File: src/hdl/bafn_pkg.sv
// ----------------------------------------------------------------------------
// Bearing angle package
// Shared widths, turn constants, the CORDIC stage angle table and the
// control word that travels down the pipeline with each request.
// ----------------------------------------------------------------------------
package bafn_pkg;

	localparam int ANGLE_BITS_DEF    = 16;
	localparam int CORDIC_STAGES_DEF = 16;
	localparam int MAX_STAGES        = 32;

	localparam int COORD_W   = 32;
	localparam int DIFF_W    = COORD_W + 1;
	localparam int TOL_W     = 16;
	localparam int BEARING_W = 16;
	localparam int PRESHIFT  = 24;
	localparam int XY_W      = 60;
	localparam int Z_W       = 32;
	localparam int T_W       = 33;

	localparam logic [T_W-1:0] TURN_ZERO          = 33'h0_0000_0000;
	localparam logic [T_W-1:0] TURN_QUARTER       = 33'h0_4000_0000;
	localparam logic [T_W-1:0] TURN_HALF          = 33'h0_8000_0000;
	localparam logic [T_W-1:0] TURN_THREE_QUARTER = 33'h0_C000_0000;
	localparam logic [T_W-1:0] TURN_FULL          = 33'h1_0000_0000;

	typedef struct packed {
		logic           valid;
		logic           special;
		logic           dx_neg;
		logic           dy_neg;
		logic [T_W-1:0] spec_turn;
	} ctl_t;

	function automatic logic [Z_W-1:0] stage_angle(input int unsigned idx);
		logic [Z_W-1:0] a;
		case (idx)
			0:       a = 32'h20000000;
			1:       a = 32'h12E4051E;
			2:       a = 32'h09FB385B;
			3:       a = 32'h051111D4;
			4:       a = 32'h028B0D43;
			5:       a = 32'h0145D7E1;
			6:       a = 32'h00A2F61E;
			7:       a = 32'h00517C55;
			8:       a = 32'h0028BE53;
			9:       a = 32'h00145F2F;
			10:      a = 32'h000A2F98;
			11:      a = 32'h000517CC;
			12:      a = 32'h00028BE6;
			13:      a = 32'h000145F3;
			14:      a = 32'h0000A2FA;
			15:      a = 32'h0000517D;
			16:      a = 32'h000028BE;
			17:      a = 32'h0000145F;
			18:      a = 32'h00000A30;
			19:      a = 32'h00000518;
			20:      a = 32'h0000028C;
			21:      a = 32'h00000146;
			22:      a = 32'h000000A3;
			23:      a = 32'h00000051;
			24:      a = 32'h00000029;
			25:      a = 32'h00000014;
			26:      a = 32'h0000000A;
			27:      a = 32'h00000005;
			28:      a = 32'h00000003;
			29:      a = 32'h00000001;
			30:      a = 32'h00000001;
			default: a = 32'h00000000;
		endcase
		return a;
	endfunction

endpackage

File: src/hdl/bafn_front.sv
// ----------------------------------------------------------------------------
// Bearing angle front end
// Forms the coordinate differences, their magnitudes and signs, detects the
// near-axis cases against the tolerance and loads the CORDIC start vector.
// ----------------------------------------------------------------------------
module bafn_front (
	input  logic                              clk,
	input  logic                              arst_n,
	input  logic                              start,
	input  logic [bafn_pkg::COORD_W-1:0]      observer_x,
	input  logic [bafn_pkg::COORD_W-1:0]      observer_y,
	input  logic [bafn_pkg::COORD_W-1:0]      target_x,
	input  logic [bafn_pkg::COORD_W-1:0]      target_y,
	input  logic [bafn_pkg::TOL_W-1:0]        tolerance,
	output logic signed [bafn_pkg::XY_W-1:0]  x_init,
	output logic signed [bafn_pkg::XY_W-1:0]  y_init,
	output bafn_pkg::ctl_t                    ctl_out
);

	localparam int DW = bafn_pkg::DIFF_W;

	logic                 valid_s1;
	logic [DW-1:0]        dx_s1;
	logic [DW-1:0]        dy_s1;
	logic                 valid_s2;
	logic [DW-1:0]        ax_s2;
	logic [DW-1:0]        ay_s2;
	logic                 dx_neg_s2;
	logic                 dy_neg_s2;
	logic                 dx_pos_s2;
	logic                 dy_pos_s2;
	logic [DW-1:0]        ax_c;
	logic [DW-1:0]        ay_c;
	logic [DW-1:0]        tol_ext;
	bafn_pkg::ctl_t       ctl_c;
	bafn_pkg::ctl_t       ctl_s3;
	logic signed [bafn_pkg::XY_W-1:0] x_s3;
	logic signed [bafn_pkg::XY_W-1:0] y_s3;

	always_ff @(posedge clk or negedge arst_n) begin
		if (!arst_n) begin
			valid_s1 <= 1'b0;
			valid_s2 <= 1'b0;
		end else begin
			valid_s1 <= start;
			valid_s2 <= valid_s1;
		end
	end

	always_ff @(posedge clk) begin
		dx_s1 <= {target_x[bafn_pkg::COORD_W-1], target_x}
			- {observer_x[bafn_pkg::COORD_W-1], observer_x};
		dy_s1 <= {target_y[bafn_pkg::COORD_W-1], target_y}
			- {observer_y[bafn_pkg::COORD_W-1], observer_y};
	end

	always_comb begin
		ax_c = dx_s1[DW-1] ? (~dx_s1 + DW'(1)) : dx_s1;
		ay_c = dy_s1[DW-1] ? (~dy_s1 + DW'(1)) : dy_s1;
	end

	always_ff @(posedge clk) begin
		ax_s2     <= ax_c;
		ay_s2     <= ay_c;
		dx_neg_s2 <= dx_s1[DW-1];
		dy_neg_s2 <= dy_s1[DW-1];
		dx_pos_s2 <= !dx_s1[DW-1] && (|dx_s1);
		dy_pos_s2 <= !dy_s1[DW-1] && (|dy_s1);
	end

	always_comb begin
		tol_ext         = DW'(tolerance);
		ctl_c.valid     = valid_s2;
		ctl_c.dx_neg    = dx_neg_s2;
		ctl_c.dy_neg    = dy_neg_s2;
		ctl_c.special   = 1'b0;
		ctl_c.spec_turn = bafn_pkg::TURN_ZERO;
		if (ax_s2 <= tol_ext) begin
			ctl_c.special   = 1'b1;
			ctl_c.spec_turn = dy_pos_s2 ? bafn_pkg::TURN_QUARTER
				: bafn_pkg::TURN_THREE_QUARTER;
		end else if (ay_s2 <= tol_ext) begin
			ctl_c.special   = 1'b1;
			ctl_c.spec_turn = dx_pos_s2 ? bafn_pkg::TURN_ZERO : bafn_pkg::TURN_HALF;
		end
	end

	always_ff @(posedge clk or negedge arst_n) begin
		if (!arst_n) begin
			ctl_s3 <= '0;
		end else begin
			ctl_s3 <= ctl_c;
		end
	end

	always_ff @(posedge clk) begin
		x_s3 <= $signed(bafn_pkg::XY_W'(ax_s2) << bafn_pkg::PRESHIFT);
		y_s3 <= $signed(bafn_pkg::XY_W'(ay_s2) << bafn_pkg::PRESHIFT);
	end

	assign x_init  = x_s3;
	assign y_init  = y_s3;
	assign ctl_out = ctl_s3;

endmodule

File: config.mk
export PLATFORM = sky130hd
export DESIGN_NAME = bafn_front
export DESIGN_NICKNAME = d
export VERILOG_FILES = /design/src/hdl/bafn_pkg.sv /design/src/hdl/bafn_front.sv
export SDC_FILE = /design/constraint.sdc
export NUM_CORES = 1
export LEC_CHECK = 0
export ABC_AREA = 0
export BUFFER_PORTS_ARGS = -buffer_cell sky130_fd_sc_hd__buf_2
export CAP_MARGIN = 25
export CORE_MARGIN = 4
export CORE_UTILIZATION = 30
export CTS_CLUSTER_SIZE = 14
export DETAILED_ROUTE_END_ITERATION = 16
export GPL_ROUTABILITY_DRIVEN = 0
export GPL_TIMING_DRIVEN = 0
export PLACE_DENSITY_LB_ADDON = 0.2
export SYNTH_ARGS = -nofsm -noshare
export SYNTH_HDL_FRONTEND = slang
export SYNTH_SLANG_ARGS = --single-unit
File: constraint.sdc
create_clock -name clk -period 8.2 [get_ports clk]
set_clock_uncertainty 0.05 [all_clocks]
set_input_delay 1.64 -clock clk [delete_from_list [all_inputs] [get_ports clk]]
set_output_delay 1.64 -clock clk [all_outputs]
set_load 0.1 [all_outputs]
==> results by group <==
Power and ir drop
  • Sw frac: 45.4%
  • Max IR drop VDD: between 0.2 and 0.3 mV
  • Net load switching power: 0.00200 W
  • Cell Int Power: 0.00240 W
  • Part of the power in the clock network: 24.1%
  • Register share of total power: 34.9%
  • Pwr per Cell Area: 325 nW/um^2
  • P_leak: 6.58 nW
  • Logic pwr share: 41.0%

Floorplan
  • Num ports: 304
  • Die Ht: 197 microns
  • Std-Cell Rows: 68
  • DIE WIDTH: roughly 200 microns
  • Initial Utilization: 30.7%
  • Core ar.: 34900 sq um
  • Die ar.: between 30000 and 40000 sq um

Setup path
  • Crit Path Max Fanout: 3
  • Critical path's slowest cell: a21boi_0
  • CP Capture Type: register
  • Critical path data arrival time: approximately 4.2 ns
  • WP data required: about 8.6 ns
  • Startpoint types: input pin
  • Cell Chain, Critical Path: buf_2 > ha_1 > fa_1 > nand2b_1 > a21oi_1 > o2111ai_1 > a21boi_0 > a2111oi_0 > buf_1 > o31ai_1 > xor2_1
  • CP startpoint: observer_x[0]
  • Total buffers and inverters traversed by the critical path: 2
  • Worst r2r src: dy_s1[21]
  • Critical path type: input pin to register
  • Slowest cell delay on critical path: 0.43 ns
  • Worst R2R Path Depth: 7
  • Crit-path leading delay family: compound AO/OA/AOI/OAI gates
  • WP depth: 11

Min path
  • Hold crit path type: register to register
  • HP Start: ay_s2[11]
  • Hold path cells: 0

Logic synthesis
  • Post-synthesis area per instance: 9.23 sq um
  • Top cells by area, synth: dfxtp_1, ha_1, xnor2_1, buf_4, inv_1
  • Netlist cell types: 65
  • Cells after Synth: 1162
  • Async S/R FF share, synth: 3.81%
  • Area leader, netlist: dfxtp_1
  • Area fraction of the dominant cell type after synthesis: 37.7%
  • Sequential share of the synthesized area: 39.6%
  • Synth Warn #: 0
  • Post-synth EDFFs: 0
  • Synth Cell Area: 10700 sq um
  • Synth Flop Type: dfxtp_1
  • Number of synthesized register bits: 210

Timing
  • Fmax: 259 MHz
  • Tightest Pin Transition: 0.760 ns
  • RSZ-0062 raised after global routing: false
  • Final worst path period need: 3.86 ns
  • Final Max Slew Viols: 0
  • Normalized max-slew margin: roughly half
  • Final Cycle Share: 47.1%
  • Setup TNS: 0 ns
  • Final Hold Viols: 0
  • Setup-failing EPs final: 0
  • Setup ws final: 4.34 ns

Finish
  • Sequential cell area: between 4000 and 5000 sq um
  • Total Nets Final: 1740
  • Synth-to-layout area growth: 26.1%
  • Share of layout cells above drive strength 1: 23.6%
  • Highest-count cells in the layout ignoring fill and taps: buf_2, dfxtp_1, inv_1
  • Footprint of the multi-input gates: 5660 sq um
  • Most common cell after layout, fill and taps aside: buf_2
  • Fillers: 3653
  • Fin cells: 1963
  • Diodes inserted: 0

CTS
  • Postcts setup bufs: 0
  • CTS Buffer Depth: 3
  • CTS Buf Count: 24
  • Clk_lat worst skew: 0.50 ns
  • CTS Root Cell: clkbuf_16
  • CTS tree: done
  • CTS clk-pin slew, worst paths: 0.06 ns
  • Sink Count: between 200 and 250
  • Resized Gates After CTS: 0
  • H-tree depth: 1
  • Hold buffer count at cts: 0

GRT
  • Gr usage total: 14.0%
  • Largest net degree at the start of global routing: 14
  • Total congestion overflow: 0
  • Number of global-route vias before repair: 8554
  • Global-route wire length before repair: 44.7 mm
  • Initial antenna violation count: 0

Place
  • DP Worst Slack: 3.80 ns
  • # placed instances: between 1500 and 2000
  • Dpl hpwl: around 24 mm
  • # port buffers: between 200 and 250

Detailed routing
  • DRT antenna net count: 0
  • # DRC: 0
  • DR iter-0 viols: 391
  • Total Wirelength: ~28 mm
  • Vias per inst: 4.43
  • DR WL/cell: 14.5 microns
  • Vias: 8703
  • Drt pass-1 iters: 5

Run
  • Max cap viols: 0

Status
  • Status: complete, no violations
area by class of cell:
type                    instances  area share (%)
clock inverters                10           0.805
inverters                     111            3.08
multi-input cells             820            41.9
well taps                     455            4.21
plain buffers                 105            5.29
flip-flops and latches        210            31.4
clock buffers                  33            5.22
repair buffers                219            8.10
synthesized netlist by cell type (all sizes together), types with 17 or more instances:
master	count
dfxtp	202
inv	111
ha	100
xnor2	98
buf	86
a21oi	74
nand2	69
o21ai	62
nor2	44
a21o	31
o31ai	21
clkbuf	19
xor2	17
through the flow:
step / utilization (%) / area, sq um / power (W) / hold slack (ns)
after floorplan: - / 11000 / 0.00299 / 0.266
after global placement: 36.4 / 12700 / 0.00336 / 0.284
after detailed placement: 36.4 / 12700 / 0.00337 / 0.288
after CTS: 38.7 / 13500 / 0.00445 / 0.298
after global routing: 38.7 / 13500 / 0.00462 / 0.307
final: 38.7 / 13500 / 0.00439 / 0.295
registers in the layout (all words and copies together) (netlist names), 6 cells and up:
name	cells
ax_s2	33
ay_s2	33
dx_s1	33
dy_s1	33
x_init	33
y_init	33
ctl_out	6
final timing paths:
kind                               end  slack [ns]
setup / recovery             dx_s1[30]        4.34
hold / removal              y_init[35]        0.30
setup reg to reg             ay_s2[32]        5.18
hold reg to reg             y_init[35]        0.30
max in group asynchronous  ctl_out[34]        7.02
min in group asynchronous     valid_s1        0.92
power groups by stage:
stage	Clock (W)	Combinational, W	Sequential [W]
finish	0.00106	0.00180	0.00153
global route	0.00114	0.00191	0.00157
CTS	0.00109	0.00181	0.00154
detailed placement	0	0.00181	0.00156
global placement	0	0.00180	0.00156
floorplan	0	0.000661	0.00233
layer usage:
layer	wire [microns]	up-vias	global-route usage, %
met4	369	0	2.31
li1	-	4535	-
met1	14300	3871	20.7
met2	12000	274	22.1
met5	0	-	0
met3	1690	23	2.13
worst reg2reg max path, stage by stage, from the launching register on:
cell and delay [ns]:
dfxtp_1 0.34, or4_4 0.56, or4_4 0.43, or2_4 0.26, or4_4 0.42, or4_1 0.53
ha_1 0.29, nor2_1 0.10
kinds of logic after synthesis:
group / synth area share, %
AO/OA/AOI/OAI: 17.0
AND/OR/NAND/NOR: 11.3
buffers and inverters: 10.5
flip-flops: 39.6
XOR/XNOR: 9.39
adder cells (fa/ha/maj): 12.0
other: 0.0350
multiplexers: 0.0934
No activity file was read; power rests on OpenSTA's default activity.
