===== config.mk =====
export PLATFORM = sky130hd
export DESIGN_NAME = bafn_stage
export DESIGN_NICKNAME = d
export VERILOG_FILES = /design/src/hdl/bafn_pkg.sv /design/src/hdl/bafn_stage.sv
export SDC_FILE = /design/constraint.sdc
export NUM_CORES = 1
export LEC_CHECK = 0
export ABC_AREA = 1
export BUFFER_PORTS_ARGS = -buffer_cell sky130_fd_sc_hd__buf_2
export CORE_MARGIN = 2
export CORE_UTILIZATION = 53
export CTS_CLUSTER_DIAMETER = 50
export CTS_CLUSTER_SIZE = 25
export DETAILED_ROUTE_END_ITERATION = 8
export PLACE_DENSITY = 0.89
export SKIP_CTS_REPAIR_TIMING = 1
export SLEW_MARGIN = 20
export SYNTH_ARGS = -nofsm -noshare
export SYNTH_HDL_FRONTEND = slang
export SYNTH_SLANG_ARGS = --single-unit

===== constraint.sdc =====
create_clock -name clk -period 0.8 [get_ports clk]
set_input_delay 0 -clock clk [delete_from_list [all_inputs] [get_ports clk]]
set_output_delay 0 -clock clk [all_outputs]
set_load 0.1 [all_outputs]

===== src/hdl/bafn_pkg.sv =====
// ----------------------------------------------------------------------------
// Bearing angle package
// Shared widths, turn constants, the CORDIC stage angle table and the
// control word that travels down the pipeline with each request.
// ----------------------------------------------------------------------------
package bafn_pkg;

	localparam int ANGLE_BITS_DEF    = 16;
	localparam int CORDIC_STAGES_DEF = 16;
	localparam int MAX_STAGES        = 32;

	localparam int COORD_W   = 32;
	localparam int DIFF_W    = COORD_W + 1;
	localparam int TOL_W     = 16;
	localparam int BEARING_W = 16;
	localparam int PRESHIFT  = 24;
	localparam int XY_W      = 60;
	localparam int Z_W       = 32;
	localparam int T_W       = 33;

	localparam logic [T_W-1:0] TURN_ZERO          = 33'h0_0000_0000;
	localparam logic [T_W-1:0] TURN_QUARTER       = 33'h0_4000_0000;
	localparam logic [T_W-1:0] TURN_HALF          = 33'h0_8000_0000;
	localparam logic [T_W-1:0] TURN_THREE_QUARTER = 33'h0_C000_0000;
	localparam logic [T_W-1:0] TURN_FULL          = 33'h1_0000_0000;

	typedef struct packed {
		logic           valid;
		logic           special;
		logic           dx_neg;
		logic           dy_neg;
		logic [T_W-1:0] spec_turn;
	} ctl_t;

	function automatic logic [Z_W-1:0] stage_angle(input int unsigned idx);
		logic [Z_W-1:0] a;
		case (idx)
			0:       a = 32'h20000000;
			1:       a = 32'h12E4051E;
			2:       a = 32'h09FB385B;
			3:       a = 32'h051111D4;
			4:       a = 32'h028B0D43;
			5:       a = 32'h0145D7E1;
			6:       a = 32'h00A2F61E;
			7:       a = 32'h00517C55;
			8:       a = 32'h0028BE53;
			9:       a = 32'h00145F2F;
			10:      a = 32'h000A2F98;
			11:      a = 32'h000517CC;
			12:      a = 32'h00028BE6;
			13:      a = 32'h000145F3;
			14:      a = 32'h0000A2FA;
			15:      a = 32'h0000517D;
			16:      a = 32'h000028BE;
			17:      a = 32'h0000145F;
			18:      a = 32'h00000A30;
			19:      a = 32'h00000518;
			20:      a = 32'h0000028C;
			21:      a = 32'h00000146;
			22:      a = 32'h000000A3;
			23:      a = 32'h00000051;
			24:      a = 32'h00000029;
			25:      a = 32'h00000014;
			26:      a = 32'h0000000A;
			27:      a = 32'h00000005;
			28:      a = 32'h00000003;
			29:      a = 32'h00000001;
			30:      a = 32'h00000001;
			default: a = 32'h00000000;
		endcase
		return a;
	endfunction

endpackage


===== src/hdl/bafn_stage.sv =====
// ----------------------------------------------------------------------------
// Bearing angle CORDIC stage
// One registered vectoring rotation: drives y towards zero and accumulates
// the rotation angle of this stage.
// ----------------------------------------------------------------------------
module bafn_stage #(
	parameter int STAGE = 0
) (
	input  logic                              clk,
	input  logic                              arst_n,
	input  logic signed [bafn_pkg::XY_W-1:0]  x_in,
	input  logic signed [bafn_pkg::XY_W-1:0]  y_in,
	input  logic signed [bafn_pkg::Z_W-1:0]   z_in,
	input  bafn_pkg::ctl_t                    ctl_in,
	output logic signed [bafn_pkg::XY_W-1:0]  x_out,
	output logic signed [bafn_pkg::XY_W-1:0]  y_out,
	output logic signed [bafn_pkg::Z_W-1:0]   z_out,
	output bafn_pkg::ctl_t                    ctl_out
);

	localparam logic signed [bafn_pkg::Z_W-1:0] ANGLE =
		$signed(bafn_pkg::stage_angle(STAGE));

	logic signed [bafn_pkg::XY_W-1:0] xs;
	logic signed [bafn_pkg::XY_W-1:0] ys;
	logic                             y_pos;
	logic signed [bafn_pkg::XY_W-1:0] x_s1;
	logic signed [bafn_pkg::XY_W-1:0] y_s1;
	logic signed [bafn_pkg::Z_W-1:0]  z_s1;
	bafn_pkg::ctl_t                   ctl_s1;

	always_comb begin
		xs    = x_in >>> STAGE;
		ys    = y_in >>> STAGE;
		y_pos = !y_in[bafn_pkg::XY_W-1] && (|y_in);
	end

	always_ff @(posedge clk) begin
		if (y_pos) begin
			x_s1 <= x_in + ys;
			y_s1 <= y_in - xs;
			z_s1 <= z_in + ANGLE;
		end else begin
			x_s1 <= x_in - ys;
			y_s1 <= y_in + xs;
			z_s1 <= z_in - ANGLE;
		end
	end

	always_ff @(posedge clk or negedge arst_n) begin
		if (!arst_n) begin
			ctl_s1 <= '0;
		end else begin
			ctl_s1 <= ctl_in;
		end
	end

	assign x_out   = x_s1;
	assign y_out   = y_s1;
	assign z_out   = z_s1;
	assign ctl_out = ctl_s1;

endmodule


==> results.py, run 1 <==
metrics = {
    "outcome": {
        "status": "aborted with a tool error",
        "stop_stage": "global routing (5_1_grt)",
        "error": "[ERROR GRT-0232] Routing congestion too high. Check the congestion heatmap in the GUI.",
    },
    "clock_network": {
        "cts.sinks": 188,
        "numCtsBuffers": 17,
        "htreeDepth": 4,
        "cts.path.max_buffers": 2,
        "cts_root_buf": "clkbuf_16",
    },
    "floorplanning": {
        "start_util_pct": 53.4,
        "fp.dieW_um": 203,
        "rows": 73,
        "die_y_um": 203,
        "ioPinCount": 380,
    },
    "timing": {
        "grt-worst-endpoint": "y_out[54]$_DFF_P_/D",
        "worstEpCategory": "register input",
    },
    "place": {
        "placed_cells": 4936,
        "port_buffers": 379,
        "place.gp.congestion": 1.20,
        "place_ws_ps": -1500,
        "place_hpwl_um": 88600,
    },
    "grt": {
        "grt_overflow": 1133,
        "grt_max_degree": 69,
        "grt_use_total_pct": 91.7,
    },
    "logic_synthesis": {
        "ys_seq_area_share_pct": 18.7,
        "syn_area_sq_um": 21100,
        "yosys.cell_types.count": 44,
        "synth_cells": 3663,
        "synth_edf_count": 0,
        "synth-seq-cells": 188,
        "yosys_warnings": 0,
        "synth_fp_nets": 4050,
        "synth_flop_cell": "dfxtp_1",
        "synthArstFlopShare_pct": 19.7,
        "avgSynthCellArea_sq_um": 5.75,
    },
}
-- synthesized netlist by cell type (3+ instances only) --
cell type / number / area [sq um]
and3_1: 4 / 25.0
buf_4: 29 / 218
ha_1: 192 / 2400
a21oi_1: 176 / 881
nor4_1: 9 / 56.3
nand3_2: 12 / 120
nor2_2: 51 / 319
a31oi_1: 8 / 50.1
nand2_1: 1306 / 4900
or2_2: 8 / 50.1
nand2_2: 23 / 144
clkbuf_1: 7 / 26.3
nor3_4: 3 / 48.8
nand3_1: 273 / 1370
dfrtp_1: 37 / 926
nor3_1: 7 / 35.0
xor2_1: 65 / 569
nand3b_1: 6 / 45.0
fa_1: 4 / 80.1
dfxtp_1: 151 / 3020
buf_6: 25 / 282
buf_2: 21 / 105
nand4_1: 52 / 325
o21ai_1: 23 / 115
nor2_4: 12 / 135
o21ai_0: 131 / 656
inv_2: 24 / 90.1
inv_1: 739 / 2770
o21bai_1: 27 / 203
nor2_1: 205 / 769
nor3_2: 12 / 120
nand2_4: 4 / 45.0
-- kinds of logic after synthesis --
kind of cell	count (synthesis)	share of synthesized area (%)
AOI/OAI and AO/OA	376	9.58
xor gates and xnor gates	66	2.74
adders and majority gates	196	11.8
buffers and inverters	845	16.6
DFF	188	18.7
and+or+nand+nor	1992	40.6
-- stage by stage --
step | hold slack [ps] | area, sq um
4_1_cts | -529 | 33000
3_5_place_dp | -27.4 | 32400
3_3_place_gp | -31.0 | 32400
2_1_floorplan | -296 | 24200
-- per-layer routing --
layer / GRT usage (%) / GRT overflow
met2: 105 / 679
met5: 68.0 / 16
met1: 86.9 / 100
met3: 83.8 / 85
met4: 94.3 / 253
==> run 2: changes to the inputs <==
--- a/config.mk
+++ b/config.mk
@@ -8,11 +8,9 @@
 export ABC_AREA = 1
 export BUFFER_PORTS_ARGS = -buffer_cell sky130_fd_sc_hd__buf_2
 export CORE_MARGIN = 2
-export CORE_UTILIZATION = 53
-export CTS_CLUSTER_DIAMETER = 50
-export CTS_CLUSTER_SIZE = 25
+export CORE_UTILIZATION = 40
 export DETAILED_ROUTE_END_ITERATION = 8
-export PLACE_DENSITY = 0.89
+export PLACE_DENSITY_LB_ADDON = 0.15
 export SKIP_CTS_REPAIR_TIMING = 1
 export SLEW_MARGIN = 20
 export SYNTH_ARGS = -nofsm -noshare
==> constraint.sdc (replaced) <==
create_clock -name clk -period 1 [get_ports clk]
set_input_delay 0 -clock clk [delete_from_list [all_inputs] [get_ports clk]]
set_output_delay 0 -clock clk [all_outputs]
set_load 0.1 [all_outputs]
==> run 2 against run 1 <==
Against the previous run:
- the flow now finishes, with violations (negative hold slack, negative setup slack)
- synthesized cell count did not move
- synthesized area did not move
==> results.py, run 2 <==
metrics = {
    "detailed_routing": {
        "drc": 0,
        "wl_per_cell_um": 19.7,
        "via_count": 27813,
        "met3_length_um": 9140,
        "final_antenna_net_count": 0,
        "drtPass1Iterations": 6,
        "routed_wl_um": 108000,
        "top_layer": "met4",
        "wl_met2_um": 48800,
        "drt-met1-wl_um": 44700,
        "vias_per_cell": 5.09,
        "drt_iter0_drc": 2368,
    },
    "logic_synthesis": {
        "avgSynthCellArea_sq_um": 5.75,
        "synth_fp_nets": 4050,
        "yosys_warnings": 0,
        "yosys.area_share.simple_pct": 40.6,
        "yosys.cell_types.count": 44,
        "synthDominantCellAreaShare_pct": 23.3,
        "synth_compound_area_share_pct": 9.58,
        "synth-seq-cells": 188,
        "synth_flop_cell": "dfxtp_1",
        "synth.area.top_cells": "nand2_1 (23%), dfxtp_1 (14%), inv_1 (13%), ha_1 (11%), nand3_1 (6.5%)",
        "synthArstFlopShare_pct": 19.7,
        "synth_fa_ha_area_share_pct": 11.8,
        "synth-xor-area-share_pct": 2.74,
        "synth_edf_count": 0,
        "syn_area_sq_um": 21100,
        "yosysMostFrequentCell": "nand2_1",
        "synth_cells": 3663,
        "synth_top_family_by_area": "simple AND/OR/NAND/NOR gates",
        "synth_common_cells": "nand2_1 (1306), inv_1 (739), nand3_1 (273)",
        "yosysTopAreaCell": "nand2_1",
        "synth_mux_area_share_pct": 0,
        "ys_seq_area_share_pct": 18.7,
    },
    "layout": {
        "final_common_cell": "nand2_1",
        "fin_area_sq_um": 39500,
        "final_nets": 5147,
        "syn_to_final_growth_pct": 87.4,
        "final_cells": 5461,
        "antenna_cells": 0,
        "layout_common_cells": "nand2_1 (921), buf_4 (617), inv_1 (566)",
        "largest_register_ffs": 60,
        "fillers": 4101,
        "drive_gt1_share_pct": 48.6,
    },
    "grt": {
        "grt_max_degree": 40,
        "grt_use_total_pct": 36.3,
        "antenna_found_initial": 0,
        "grt_pass1_wl_um": 147000,
        "grt_overflow": 0,
        "grt_pass1_vias": 24884,
    },
    "timing": {
        "hold_violations": 1,
        "fin_setup_tns_ps": -58630,
        "min_period_over_period_pct": 150,
        "rsz0062_at_grt": "true",
        "setup_viol": 309,
        "hold-worst-slack_ps": -158,
        "worstMarginPinSlew_ps": 454,
        "fin_crit_ps": 1500,
        "slew_headroom_pct": 69.8,
        "slew_violations": 0,
        "setup_ws_ps": -496,
        "max_freq_mhz": 669,
    },
    "setup_path": {
        "worstPathRequired_ps": 1380,
        "end_kind": "flip-flop",
        "slowest_delay_ps": 370,
        "start_kind": "primary input",
        "crit_arrival_ps": 1880,
        "cp_cell_sequence": "buf_4 > nor4_2 > buf_4 > nand3_1 > nor2_2 > buf_12 > a21oi_4 > clkinv_4 > fa_2 > xor2_1 > xor2_1 > inv_1",
        "critPathKind": "primary input to flip-flop",
        "cp_slowest_cell": "fa_2",
        "crit_fanout": 5,
    },
    "clock_network": {
        "cts.clk_slew.worst_paths_ps": 80,
        "cts_tree": "built",
        "cts_root_buf": "clkbuf_16",
        "cts.sinks": 188,
        "numCtsBuffers": 17,
        "cts.path.max_buffers": 2,
        "htreeDepth": 4,
    },
    "outcome": {
        "status": "complete, but fails checks",
        "violations": "negative hold slack, negative setup slack",
    },
    "floorplanning": {
        "core-area_sq_um": 52300,
        "die_y_um": 234,
        "dieArea_sq_um": 54500,
        "rows": 84,
        "fp.dieW_um": 234,
        "ioPinCount": 380,
        "start_util_pct": 40.3,
    },
    "place": {
        "placed_cells": 5246,
        "port_buffers": 379,
        "place.gp.congestion": 1.06,
        "place_hpwl_um": 88400,
        "place_area_sq_um": 33500,
    },
    "flow_run": {
        "cap_violations": 0,
    },
    "power": {
        "power_leakage_nw": 20.6,
        "power_mw": 49.5,
        "worst_ir_drop_vdd_mv": 1.45,
        "p_per_area_nw_per_um2": 1250,
    },
    "min_path": {
        "hold_path.class": "primary input to flip-flop",
    },
}
==> run 2: cell counts after synthesis <==
Identical to the previous run, type by type.
==> run 2: cells by family after synthesis <==
kind of cell,Yosys count
flops,188
fa+ha+maj,196
simple gates,1992
xor+xnor,66
buf+inv,845
compound gates,376
==> run 2: final timing paths <==
| kind | start | end | slack [ps] | depth (start not counted) |
|---|---|---|---|---|
| setup / recovery | y_in[50] | z_out[31] | -500 | 12 |
| hold / removal | z_in[30] | z_out[30] | -160 | 2 |
| max in group asynchronous | arst_n | ctl_out[24] | 570 | 3 |
| min in group asynchronous | arst_n | ctl_out[32] | 100 | 3 |
==> run 2: where the power goes <==
group	switching (mW)	internal (mW)	total [mW]
Clock	4.06	3.48	7.54
Combinational	19.9	12.3	32.2
Sequential	1.20	8.59	9.80
==> run 2: cell type report <==
class	instances	area [sq um]	area share, %
clock inverter	15	206	0.523
tap	688	861	2.18
multi-input combinational	2630	18900	47.8
clock buffer	17	425	1.08
inverter	763	3200	8.09
sequential	188	3950	10.0
timing repair buffer	1160	12000	30.3
==> run 2: metrics by stage <==
step / util [%] / setup slack, ps
5_1_grt: 75.4 / -555
3_5_place_dp: 63.9 / -1220
6_report: 75.4 / -496
4_1_cts: 65.1 / -701
3_3_place_gp: 63.9 / -1210
2_1_floorplan: - / -570
==> run 2: critical path, delay by kind of cell <==
family	cells	cell delay (ps)
adders and majority gates	1	370
and+or+nand+nor	3	230
AOI/OAI and AO/OA	1	250
buffers and inverters	5	660
xor gates and xnor gates	2	350
==> run 2: per-layer routing <==
layer | up-vias | track usage, %
met5 | - | 0
met4 | 0 | 14.3
met3 | 226 | 4.96
met2 | 1253 | 58.5
met1 | 12978 | 48.7
li1 | 13356 | -
Note: power is estimated with default switching activity, not from simulation.
