## src/hdl/bafn_pkg.sv

```systemverilog
// ----------------------------------------------------------------------------
// Bearing angle package
// Shared widths, turn constants, the CORDIC stage angle table and the
// control word that travels down the pipeline with each request.
// ----------------------------------------------------------------------------
package bafn_pkg;

	localparam int ANGLE_BITS_DEF    = 16;
	localparam int CORDIC_STAGES_DEF = 16;
	localparam int MAX_STAGES        = 32;

	localparam int COORD_W   = 32;
	localparam int DIFF_W    = COORD_W + 1;
	localparam int TOL_W     = 16;
	localparam int BEARING_W = 16;
	localparam int PRESHIFT  = 24;
	localparam int XY_W      = 60;
	localparam int Z_W       = 32;
	localparam int T_W       = 33;

	localparam logic [T_W-1:0] TURN_ZERO          = 33'h0_0000_0000;
	localparam logic [T_W-1:0] TURN_QUARTER       = 33'h0_4000_0000;
	localparam logic [T_W-1:0] TURN_HALF          = 33'h0_8000_0000;
	localparam logic [T_W-1:0] TURN_THREE_QUARTER = 33'h0_C000_0000;
	localparam logic [T_W-1:0] TURN_FULL          = 33'h1_0000_0000;

	typedef struct packed {
		logic           valid;
		logic           special;
		logic           dx_neg;
		logic           dy_neg;
		logic [T_W-1:0] spec_turn;
	} ctl_t;

	function automatic logic [Z_W-1:0] stage_angle(input int unsigned idx);
		logic [Z_W-1:0] a;
		case (idx)
			0:       a = 32'h20000000;
			1:       a = 32'h12E4051E;
			2:       a = 32'h09FB385B;
			3:       a = 32'h051111D4;
			4:       a = 32'h028B0D43;
			5:       a = 32'h0145D7E1;
			6:       a = 32'h00A2F61E;
			7:       a = 32'h00517C55;
			8:       a = 32'h0028BE53;
			9:       a = 32'h00145F2F;
			10:      a = 32'h000A2F98;
			11:      a = 32'h000517CC;
			12:      a = 32'h00028BE6;
			13:      a = 32'h000145F3;
			14:      a = 32'h0000A2FA;
			15:      a = 32'h0000517D;
			16:      a = 32'h000028BE;
			17:      a = 32'h0000145F;
			18:      a = 32'h00000A30;
			19:      a = 32'h00000518;
			20:      a = 32'h0000028C;
			21:      a = 32'h00000146;
			22:      a = 32'h000000A3;
			23:      a = 32'h00000051;
			24:      a = 32'h00000029;
			25:      a = 32'h00000014;
			26:      a = 32'h0000000A;
			27:      a = 32'h00000005;
			28:      a = 32'h00000003;
			29:      a = 32'h00000001;
			30:      a = 32'h00000001;
			default: a = 32'h00000000;
		endcase
		return a;
	endfunction

endpackage

```

## src/hdl/bafn_back.sv

```systemverilog
// ----------------------------------------------------------------------------
// Bearing angle back end
// Clamps the first-quadrant angle, maps it to its quadrant or takes the
// near-axis answer, then rounds the turn fraction to the output precision.
// ----------------------------------------------------------------------------
module bafn_back #(
	parameter int ANGLE_BITS = bafn_pkg::ANGLE_BITS_DEF
) (
	input  logic                                clk,
	input  logic                                arst_n,
	input  logic signed [bafn_pkg::Z_W-1:0]     z_in,
	input  bafn_pkg::ctl_t                      ctl_in,
	output logic                                done,
	output logic [bafn_pkg::BEARING_W-1:0]      bearing
);

	localparam int TW = bafn_pkg::T_W;
	localparam int RW = TW + 1;

	logic [TW-1:0]                   a_c;
	logic [TW-1:0]                   t_c;
	logic [TW-1:0]                   t_s1;
	logic                            valid_s1;
	logic [RW-1:0]                   rnd_c;
	logic [bafn_pkg::BEARING_W-1:0]  bearing_c;
	logic [bafn_pkg::BEARING_W-1:0]  bearing_s2;
	logic                            valid_s2;

	always_comb begin
		if (z_in[bafn_pkg::Z_W-1]) begin
			a_c = bafn_pkg::TURN_ZERO;
		end else if (TW'(z_in) > bafn_pkg::TURN_QUARTER) begin
			a_c = bafn_pkg::TURN_QUARTER;
		end else begin
			a_c = TW'(z_in);
		end
		if (ctl_in.special) begin
			t_c = ctl_in.spec_turn;
		end else if (ctl_in.dx_neg) begin
			t_c = ctl_in.dy_neg ? (bafn_pkg::TURN_HALF + a_c) : (bafn_pkg::TURN_HALF - a_c);
		end else begin
			t_c = ctl_in.dy_neg ? (bafn_pkg::TURN_FULL - a_c) : a_c;
		end
	end

	always_ff @(posedge clk or negedge arst_n) begin
		if (!arst_n) begin
			valid_s1 <= 1'b0;
			valid_s2 <= 1'b0;
		end else begin
			valid_s1 <= ctl_in.valid;
			valid_s2 <= valid_s1;
		end
	end

	always_ff @(posedge clk) begin
		t_s1 <= t_c;
	end

	generate
		if (ANGLE_BITS >= 32) begin : g_no_round
			assign rnd_c = RW'(t_s1[31:0]);
		end else begin : g_round
			localparam int DROP = 32 - ANGLE_BITS;
			localparam logic [RW-1:0] HALF_LSB = RW'(1) << (DROP - 1);
			assign rnd_c = (RW'(t_s1) + HALF_LSB) >> DROP;
		end
	endgenerate

	always_comb begin
		for (int i = 0; i < bafn_pkg::BEARING_W; i++) begin
			bearing_c[i] = (i < ANGLE_BITS) ? rnd_c[i] : 1'b0;
		end
	end

	always_ff @(posedge clk) begin
		bearing_s2 <= bearing_c;
	end

	assign done    = valid_s2;
	assign bearing = bearing_s2;

endmodule

```

## config.mk

```make
export PLATFORM = sky130hd
export DESIGN_NAME = bafn_back
export DESIGN_NICKNAME = d
export VERILOG_FILES = /design/src/hdl/bafn_pkg.sv /design/src/hdl/bafn_back.sv
export SDC_FILE = /design/constraint.sdc
export NUM_CORES = 1
export LEC_CHECK = 0
export BUFFER_PORTS_ARGS = -buffer_cell sky130_fd_sc_hd__buf_2
export CAP_MARGIN = 15
export CELL_PAD_IN_SITES_DETAIL_PLACEMENT = 0
export CELL_PAD_IN_SITES_GLOBAL_PLACEMENT = 2
export CORE_UTILIZATION = 27
export CTS_CLUSTER_SIZE = 12
export DETAILED_ROUTE_END_ITERATION = 6
export PLACE_DENSITY = 0.86
export SYNTH_ARGS = -nofsm -noshare
export SYNTH_HDL_FRONTEND = slang
export SYNTH_SLANG_ARGS = --single-unit
export TNS_END_PERCENT = 5
```

## constraint.sdc

```tcl
create_clock -name clk -period 2.7 [get_ports clk]
set_clock_uncertainty 0.15 [all_clocks]
set_input_delay 0.27 -clock clk [delete_from_list [all_inputs] [get_ports clk]]
set_output_delay 0.27 -clock clk [all_outputs]
set_load 0.005 [all_outputs]
```

==> results of run 1 <==
[cell usage in the layout (no fill, tap or decap), types with 3 or more instances in the layout]
| cell | n |
|---|---|
| o41ai_1 | 3 |
| xnor2_1 | 22 |
| and3_1 | 5 |
| or3_1 | 4 |
| buf_2 | 71 |
| nand3_1 | 9 |
| or4_4 | 3 |
| a22o_1 | 4 |
| xor2_1 | 8 |
| or4_1 | 5 |
| o211a_1 | 9 |
| clkbuf_8 | 5 |
| nand2b_1 | 8 |
| nor2_1 | 5 |
| nand2_1 | 10 |
| dfxtp_1 | 33 |
| buf_4 | 6 |
| o21ai_0 | 5 |
| o31ai_1 | 10 |
[how the worst max path moves through the flow]
stage	startpoint	endpoint	slack [ps]	cells past startpoint
final	z_in[11]	t_s1[15]	100	6
after global placement	z_in[11]	t_s1[15]	-180	6
after global routing	z_in[11]	t_s1[15]	50	6
after floorplan	z_in[11]	t_s1[31]	-110	7
after detailed placement	z_in[11]	t_s1[15]	-260	6
after CTS	z_in[11]	t_s1[15]	30	6
[registers in the layout, summed over array words and instances (netlist names)]
signal and flops:
t_s1 17, bearing 16, done 1, valid_s1 1
[layout make-up]
cell class | count | share of cell area [%]
multi-input combinational | 129 | 41.8
sequential | 35 | 31.6
timing repair buffer | 79 | 18.7
tap | 75 | 4.17
clock buffer | 7 | 3.39
inverter | 2 | 0.334
[worst max-delay path: stages]
cell and delay (ps):
buf_2 100, or4_1 530, or4_4 550, or4_4 570, a2111oi_1 520, a21o_1 130
[routing by layer]
| layer | part of all wire, % | GRT usage [%] | vias up |
|---|---|---|---|
| met3 | 7.4 | 3.37 | 4 |
| met2 | 41 | 18.2 | 57 |
| met5 | 0 | 0 | - |
| met1 | 50 | 14.5 | 596 |
| li1 | - | - | 794 |
| met4 | 1.6 | 4.82 | 0 |
[cell families after synthesis]
family	count (synthesis)	synth area share [%]
compound gates	38	18.3
fa+ha+maj	1	0.741
simple gates	60	20.6
xor+xnor	30	15.6
flops	35	42.1
buf+inv	10	2.74
[what timing repair did]
| item | 4_1_cts | 5_1_grt |
|---|---|---|
| resized for setup | 0 | 1 |
| endpoints found under the hold margin | 3 | 0 |
| setup endpoints to repair | 0 | 1 |
| hold buffers | 2 | 0 |
[through the flow]
stage	worst slack (ps)	setup TNS, ps	hold WS (ps)
after floorplan	-111	-654	-176
after global placement	-179	-421	-96.2
after detailed placement	-256	-571	-94.8
after CTS	30.2	0	47.9
after global routing	45.1	0	53.2
final	105	0	49.1
[where the power goes]
| part | internal (uW) | switching, uW | total [uW] |
|---|---|---|---|
| Combinational | 119 | 97.2 | 217 |
| Sequential | 570 | 26.6 | 597 |
| Clock | 177 | 150 | 327 |
==> metrics.csv, run 1 <==
metric;value;unit
setup.worst_path.end_class;register;
cts.sink_count;35;
grtUsageTotal;11.5;%
viasPerCell;4.44;
antenna_cells;0;
ir_drop;0.000277;V
finalInstanceArea;2250;um2
maxCapViolCount;0;
grt_first_pass_wirelength;5750;um
cts.path.max_buffers;2;
num_vias;1451;
drive_gt1_share;35.3;%
timing.rr.start;t_s1[17];
dp.cells;318;
min_period_over_period;96.1;%
num-nets-final;324;
grt_max_degree;35;
place_congestion;0.756;
rsz0062_at_grt;false;
die_h;81.1;um
synth.most_common_cell;dfxtp_1;
ys_seq_area_share;42.1;%
fmax;0.385;GHz
yosys.area.top_type;dfxtp_1;
worstHoldStart;ctl_in[30];
cp.required;2770;ps
holdPathEnd;t_s1[30];
worst-setup-path-type;input port to register;
syn2layout_area_growth;33.2;%
ff_latch_area;711;um2
dr.pass1.iters;4;
yosysTopAreaCellShare;39.1;%
hold_depth;3;
multi_input_area;941;um2
r2r_setup_slack;1000;ps
wire_per_inst;11.0;um
synth_seq_cells;35;
cts-root-buf;clkbuf_8;
antenna_found_initial;0;
status;complete, no violations;
setup_viol;0;
synth_cell_types;35;
htree_num_levels;2;
fillCellCount;636;
placed_cell_area;2150;um2
cellLeakagePower;0.00102;uW
die_w;81.1;um
syn_area_per_cell;9.71;um2
hp-class;input port to register;
synth_edf_count;0;
initial_utilization;28.2;%
utilization;37.6;%
path_clk_slew;60;ps
final_hold_viol_count;0;
crit_path_start_kind;input port;
synth_ff_type;dfxtp_1;
relSlewSlack;63.9;%
worst_pin_slew;542;ps
netlist_area;1690;um2
clk_latency;270;ps
cp_max_fo;6;
yosys-top-cells-count;dfxtp_1, xnor2_1, nand2_1, o31ai_1;
yosys_warnings;0;
gr-total-overflow;0;
async_flop_share;5.71;%
synthCells;174;
portBuffers;71;
fin_cells;327;
routed_wl;3590;um
synthTopCellsByArea;dfxtp_1, xnor2_1, o211a_1;
drc;0;
ant_nets;0;
cts_setup_buffers;0;
std_cell_rows;28;
ios;88;
drt_iter0_drc;41;
cts-buffers-inserted;5;
core-area;5990;um2
slew_violations;0;
cp.arrival;2660;ps
grt_pass1_vias;1314;
power_density;507;nW/um2
dpl.hpwl;2940;um
synth_nets;246;
power;1140;uW
r2r_end;bearing[15];
period_minus_slack;2600;ps
dieArea;6580;um2
rr_worst_depth;5;
cts_tree;yes;
No activity file was read; power rests on OpenSTA's default activity.
==> run 2: changes to the inputs <==
--- a/config.mk
+++ b/config.mk
@@ -12,6 +12,7 @@
 export CORE_UTILIZATION = 27
 export CTS_CLUSTER_SIZE = 12
 export DETAILED_ROUTE_END_ITERATION = 6
+export HOLD_SLACK_MARGIN = 0.1
 export PLACE_DENSITY = 0.86
 export SYNTH_ARGS = -nofsm -noshare
 export SYNTH_HDL_FRONTEND = slang
==> metrics.csv, run 2 (same netlist as run 1, synthesis figures left out) <==
metric;value;unit;change
viasPerCell;4.41;;-0.64%
largest_register;t_s1;;
cp_max_fo;6;;unchanged
period_minus_slack;2600;ps;-0.0790 ps
cts_tree;yes;;
cp.required;2770;ps;about the same
cts.path.max_buffers;2;;unchanged
hp-class;input port to register;;
worst-setup-path-type;input port to register;;
dpl.hpwl;2940;um;unchanged
crit_path_start_kind;input port;;
core-area;5990;um2;unchanged
drt_iter0_drc;33;;-20%
rsz0062_at_grt;false;;
gr-total-overflow;0;;unchanged
grtUsageTotal;11.6;%;+0.094 points
die_w;81.1;um;unchanged
num_vias;1477;;+1.8%
place_congestion;0.756;;unchanged
cts.sink_count;35;;unchanged
grt_first_pass_wirelength;5810;um;+1.1%
maxCapViolCount;0;;unchanged
drc;0;;unchanged
cts_setup_buffers;0;;unchanged
path_clk_slew;60;ps;about the same
cp.arrival;2660;ps;about the same
fin_cells;335;;+2.4%
setup.worst_path.end_class;register;;
initial_utilization;28.2;%;unchanged
power_density;493;nW/um2;-2.7%
grt_pass1_vias;1336;;+1.7%
num-nets-final;332;;+2.5%
std_cell_rows;28;;unchanged
ir_drop;0.000277;V;about the same
cellLeakagePower;0.00105;uW;+3.3%
final_hold_viol_count;0;;unchanged
relSlewSlack;63.9;%;about the same
setup_ws;105;ps;+0.0790 ps
worst_pin_slew;541;ps;-0.797 ps
setup_viol;0;;unchanged
wire_per_inst;10.9;um;-1.1%
grt_max_degree;35;;unchanged
dr.pass1.iters;4;;unchanged
ant_nets;0;;unchanged
final_common_cell;buf_2;;
antenna_cells;0;;unchanged
clk_latency;270;ps;about the same
fillCellCount;631;;-0.79%
portBuffers;71;;unchanged
cts-buffers-inserted;5;;unchanged
routed_wl;3640;um;+1.3%
min_period_over_period;96.1;%;about the same
cts-root-buf;clkbuf_8;;
power;1150;uW;+0.75%
r2r_setup_slack;1000;ps;about the same
final.setup.tns;0;ps;unchanged
status;complete, no violations;;
die_h;81.1;um;unchanged
antenna_found_initial;0;;unchanged
syn2layout_area_growth;37.9;%;
dp.cells;318;;unchanged
fmax;0.385;GHz;about the same
slew_violations;0;;unchanged
ios;88;;unchanged
largest_reg_flops;17;;unchanged
mostFrequentLayoutCells;buf_2, dfxtp_1, xnor2_1;;
htree_num_levels;2;;unchanged
place_ws;-256;ps;unchanged
drive_gt1_share;34.2;%;-1.1 points
dieArea;6580;um2;unchanged
==> run 2: cell count changes in the layout (fill, tap and decap cells not counted) <==
| cell | previous run | this run |
|---|---|---|
| dlygate4sd3_1 | 2 | 10 |
==> run 2: stage by stage <==
stage | hold WS (ps) | cell area (um2) | util (%)
after detailed placement | -94.8 | 2150 | 35.9
after CTS | 135 | 2330 | 38.9
after floorplan | -176 | 1700 | -
after global placement | -96.2 | 2150 | 35.9
after global routing | 154 | 2330 | 38.9
final | 146 | 2330 | 38.9
==> run 2: critical path, cell delays in order <==
cell and delay (ps):
buf_2 100, or4_1 530, or4_4 550, or4_4 570
a2111oi_1 520, a21o_1 130
==> run 2: worst paths after layout <==
path / end / cells after the start / from
min reg2reg: done / 0 / valid_s1
max in group asynchronous: done / 2 / arst_n
max reg2reg: bearing[15] / 5 / t_s1[17]
min: t_s1[30] / 2 / z_in[31]
max: t_s1[15] / 6 / z_in[11]
min in group asynchronous: valid_s1 / 2 / arst_n
==> run 2: routing by layer <==
metal,up-vias,wire length [um],GRT usage (%)
li1,810,-,-
met1,606,1820,14.8
met2,57,1500,18.2
met3,4,261,3.37
met4,0,57,4.82
met5,-,0,0
==> run 2: what timing repair did <==
item | CTS | global route
gates resized for setup | 0 | 1
hold endpoints to repair | 11 | 0
endpoints found under the setup margin | 0 | 1
hold buffers | 10 | 0
==> run 2: cell type report <==
| class | count | area (um2) | share of cell area (%) |
|---|---|---|---|
| tap | 75 | 93.8 | 4.03 |
| timing repair buffer | 87 | 500 | 21.5 |
| clock buffer | 7 | 76.3 | 3.28 |
| multi-input combinational | 129 | 941 | 40.4 |
| inverter | 2 | 7.51 | 0.322 |
| sequential | 35 | 711 | 30.5 |
==> run 2: where the power goes <==
group	internal (uW)	total (uW)	switching, uW
combinational	127	225	98.5
sequential	570	597	26.7
clock	177	326	150
total	874	1150	275
